$ cat src/sv/pot_pkg.sv
`timescale 1ns / 1ps

package pot_pkg;

  // image centre, focal scale and output limit
  localparam int CenterX    = 320;
  localparam int CenterY    = 240;
  localparam int FocalDiv   = 100;
  localparam int OutLimit   = 45;
  localparam int FieldLimit = 63;
  localparam int ClampLim   = (OutLimit > FieldLimit) ? FieldLimit : OutLimit;

  // drive = num / 2560, 2560 = 512 * 5
  localparam int DriveDiv    = 2560;
  localparam int ClampScaled = ClampLim * DriveDiv;

  // |height * offset| < 2^26, so a 26-bit reciprocal shift leaves at most one off
  localparam int MagW       = 26;
  localparam int RecipShift = 26;
  localparam int RecipW     = 27;
  localparam logic [RecipW-1:0] RecipMul = RecipW'((64'd1 << RecipShift) / FocalDiv);

  localparam int ErrW = 24;
  localparam logic signed [ErrW-1:0] ErrMax = 24'sh7fffff;
  localparam logic signed [ErrW-1:0] ErrMin = 24'sh800000;

  localparam logic OpHeight = 1'b0;
  localparam logic OpTarget = 1'b1;

  typedef struct packed {
    logic load_height;
    logic load_item;
    logic en_prod;
    logic en_recip;
    logic en_qmul;
    logic en_corr;
    logic en_drive;
    logic en_sum;
    logic emit;
  } cmd_t;

  typedef struct packed {
    logic out_free;
  } sts_t;

endpackage

$ cat src/sv/pot_ctrl.sv
`timescale 1ns / 1ps

module pot_ctrl import pot_pkg::*; (
  input  logic clk_i,
  input  logic rst_ni,
  input  logic in_valid_i,
  input  logic op_i,
  input  logic target_seen_i,
  input  sts_t sts_i,
  output cmd_t cmd_o,
  output logic in_stall_o
);

  typedef enum logic [2:0] {
    StIdle,
    StProd,
    StRecip,
    StQmul,
    StCorr,
    StDrive,
    StSum,
    StEmit
  } state_e;

  state_e state_q;
  logic   stall_q;
  logic   accept;

  assign accept     = in_valid_i && !stall_q;
  assign in_stall_o = stall_q;

  always_comb begin
    cmd_o             = '0;
    cmd_o.load_height = accept && (op_i == OpHeight);
    cmd_o.load_item   = accept && (op_i == OpTarget);
    cmd_o.en_prod     = (state_q == StProd);
    cmd_o.en_recip    = (state_q == StRecip);
    cmd_o.en_qmul     = (state_q == StQmul);
    cmd_o.en_corr     = (state_q == StCorr);
    cmd_o.en_drive    = (state_q == StDrive);
    cmd_o.en_sum      = (state_q == StSum);
    cmd_o.emit        = (state_q == StEmit) && sts_i.out_free;
  end

  always_ff @(posedge clk_i or negedge rst_ni) begin
    if (!rst_ni) begin
      state_q <= StIdle;
      stall_q <= 1'b0;
    end else begin
      unique case (state_q)
        StIdle: begin
          // height beats finish in the accept cycle
          if (accept && (op_i == OpTarget)) begin
            stall_q <= 1'b1;
            state_q <= target_seen_i ? StProd : StEmit;
          end
        end
        StProd:  state_q <= StRecip;
        StRecip: state_q <= StQmul;
        StQmul:  state_q <= StCorr;
        StCorr:  state_q <= StDrive;
        StDrive: state_q <= StSum;
        StSum:   state_q <= StEmit;
        StEmit: begin
          if (sts_i.out_free) begin
            stall_q <= 1'b0;
            state_q <= StIdle;
          end
        end
        default: state_q <= StIdle;
      endcase
    end
  end

endmodule
$ cat config.mk
export PLATFORM = sky130hd
export DESIGN_NAME = pot_ctrl
export DESIGN_NICKNAME = d
export VERILOG_FILES = /design/src/sv/pot_pkg.sv /design/src/sv/pot_ctrl.sv
export SDC_FILE = /design/constraint.sdc
export NUM_CORES = 1
export LEC_CHECK = 0
export CAP_MARGIN = 20
export CELL_PAD_IN_SITES_DETAIL_PLACEMENT = 2
export CELL_PAD_IN_SITES_GLOBAL_PLACEMENT = 2
export CORE_AREA = 8 8 45 47
export CTS_CLUSTER_DIAMETER = 150
export CTS_CLUSTER_SIZE = 20
export DETAILED_ROUTE_END_ITERATION = 10
export DIE_AREA = 0 0 53 55
export DONT_BUFFER_PORTS = 1
export GPL_TIMING_DRIVEN = 0
export PLACE_DENSITY = 0.57
export SYNTH_ARGS = -nofsm -noshare
export SYNTH_HDL_FRONTEND = slang
export SYNTH_SLANG_ARGS = --single-unit
export TNS_END_PERCENT = 100
$ cat constraint.sdc
create_clock -name clk_i -period 1.3 [get_ports clk_i]
set_input_delay 0.195 -clock clk_i [delete_from_list [all_inputs] [get_ports clk_i]]
set_output_delay 0.195 -clock clk_i [all_outputs]
set_load 0.03 [all_outputs]
==> results.toml <==
[pwr]
powerDensity_nw_per_um2 = 2610
leakagePower_nw = 0.175
vdd_drop_max_mv = 0.810

[timing]
drv_slew = 0
worst_pin_slew_ns = 0.419
fin_crit_sh_pct = 113
setup_violations = 7
max-slew-margin-rel_pct = 72.0
rsz0062_at_grt = "yes"
worst_slack_ns = -0.174
hold_violations = 0
finClkSkew_ns = 0.00331
fmax_mhz = 678
hold_slack_ns = 0.148
fin_crit_ns = 1.47

[yosys]
yosys_warnings = 0
synth_nets = 41
synth_simple_gate_area_share_pct = 37.4
synth.largest_area_cell = "dfrtp_1"
synth.distinct_cells = 17
synth_cells = 35
synth_adder_area_share_pct = 0
synth_mux_area_share_pct = 0
synth_top_family_by_area = "simple AND/OR/NAND/NOR gates"
yosysTopAreaCellShare_pct = 36.0
mappedNetlistArea_um2 = 278
yosysSeqAreaShare_pct = 36.0
syn_avg_cell_area_um2 = 7.94
synth-xor-area-share_pct = 0
synth_area_leaders = "dfrtp_1 (36%), nor3b_1 (8.1%), a21oi_1 (7.2%)"
synth_compound_area_share_pct = 17.1
ys_seq_elements = 4

[finish]
layout.cells.non_filler = 57
drive_gt1_share_pct = 61.0
num_antenna_cells = 0
design_area_um2 = 463
layout.nets = 49
syn_to_final_growth_pct = 66.7
final_cell_mix = "buf_4 (3), nor3b_4 (3), a21oi_1 (3), clkbuf_4 (3), dfrtp_1 (3)"
final_core_util_pct = 33.5

[place]
portBuffers = 0
hpwl_um = 723
placed_cell_area_um2 = 313
dp_cells = 51
place_congestion = 0.707

[clock_tree]
clk_pin_slew_ns = 0.04
clock_path_buffers = 2
cts_tree = "built"
htree_levels = 1
cts-buffers-inserted = 3
clk_latency_ns = 0.23
clock-sinks = 4
cts_root_buf = "clkbuf_4"

[critical_path]
slowest_delay_ns = 0.40
cp.required_ns = 1.11
cp_slowest_cell = "nor3b_4"
rrSetupSlack_ns = 0.04
crit_path_end_kind = "output port"
crit_chain = "buf_8 -> clkinvlp_4 -> nor3b_4"
worstSetupPathType = "reg2out"
start_kind = "register"
arrival_ns = 1.28
critPathMaxFanout = 6

[route]
drt_iter0_markers = 1
antenna_left = 0
vias = 279
drc = 0
vias_per_cell = 4.89
wl_per_cell_um = 17.1
routed_wl_um = 973
dr.pass1.iters = 2

[floorplan]
core.rowCount = 14
core_area_um2 = 1380
io_pins = 16
fp.dieArea_um2 = 2920
die_h_um = 55
die_x_um = 53
start_util_pct = 20.1

[global_routing]
grt.overflow.total = 0
grt_pass1_vias = 338
antenna_found_initial = 0
grtUsageTotal_pct = 7.79
grt_max_degree = 11
grt_pass1_wl_um = 1610

[outcome]
violations = "negative setup slack"
status = "finished, violations left"

[flow_run]
max_cap_violations = 0

[worst_hold_path]
hold_path_class = "in2reg"
-- worst paths after layout --
check | from | endpoint | depth (start not counted)
worst max-delay path | state_q[0]$_DFFE_PN0P_ | cmd_o[2] | 3
worst min-delay path | target_seen_i | state_q[1]$_DFFE_PN0P_ | 2
worst max register to register | in_stall_o$_DFFE_PN0P_ | state_q[1]$_DFFE_PN0P_ | 3
worst min register to register | state_q[1]$_DFFE_PN0P_ | state_q[2]$_DFFE_PN0P_ | 2
max in group asynchronous | rst_ni | in_stall_o$_DFFE_PN0P_ | 1
min in group asynchronous | rst_ni | state_q[2]$_DFFE_PN0P_ | 1
-- logic make-up (layout without fill, tap and decap cells) --
logic type | count (synthesis) | in the layout
buffers and inverters | 6 | 12
AND/OR/NAND/NOR | 17 | 17
flip-flops | 4 | 4
AO/OA/AOI/OAI | 8 | 8
-- sequential cells by signal, summed over array words and instances, names as in the netlist --
register,count
state_q,3
in_stall_o,1
-- power by group --
| group | internal (mW) | total (mW) | switching [mW] |
|---|---|---|---|
| clock | 0.103 | 0.149 | 0.0463 |
| sequential | 0.172 | 0.213 | 0.0409 |
| combinational | 0.312 | 0.846 | 0.535 |
-- critical path: cells and delay by family, from the launching register on --
| family | cells | cell delay, ns |
|---|---|---|
| flip-flops | 1 | 0.35 |
| AND/OR/NAND/NOR | 1 | 0.40 |
| buffers and inverters | 2 | 0.29 |
-- synth_stat cells --
cell,instances
a21oi_1,4
a31oi_1,2
and2_1,1
buf_2,2
clkbuf_2,1
dfrtp_1,4
inv_1,3
nand2_1,2
nand3_1,1
nand3b_4,1
nor2_1,4
nor2b_1,1
nor3_1,3
nor3b_1,3
o21ai_0,1
o31a_2,1
or3_1,1
-- metal layers --
| layer | up-vias | global-route usage (%) | wire, um |
|---|---|---|---|
| met1 | 138 | 6.29 | 343 |
| met5 | - | 0 | 0 |
| met3 | 0 | 4.28 | 92 |
| met2 | 8 | 13.1 | 538 |
| li1 | 133 | - | - |
| met4 | 0 | 7.76 | 0 |
-- layout make-up --
class,count,area [um2]
Buffer,3,33.8
Fill cell,155,921
Sequential cell,4,101
Inverter,3,18.8
Timing Repair Buffer,3,25.0
Clock buffer,3,22.5
Tap cell,16,20.0
Multi-Input combinational cell,25,241
-- stage by stage --
stage / setup TNS [ns] / power (mW) / setup WS, ns
finish: -0.828 / 1.21 / -0.174
detailed placement: -0.826 / 0.739 / -0.279
global placement: -0.756 / 0.729 / -0.288
floorplan: -0.327 / 0.650 / -0.184
global route: -1.16 / 1.28 / -0.218
CTS: -0.917 / 1.19 / -0.204
-- timing repair --
action	4_1_cts	5_1_grt
endpoints found under the setup margin	11	11
pin swaps	5	4
endpoints found under the hold margin	4	0
resized for setup	22	4
hold buffers	1	0
buffers inserted	2	0
(Power assumes the default switching activity.)
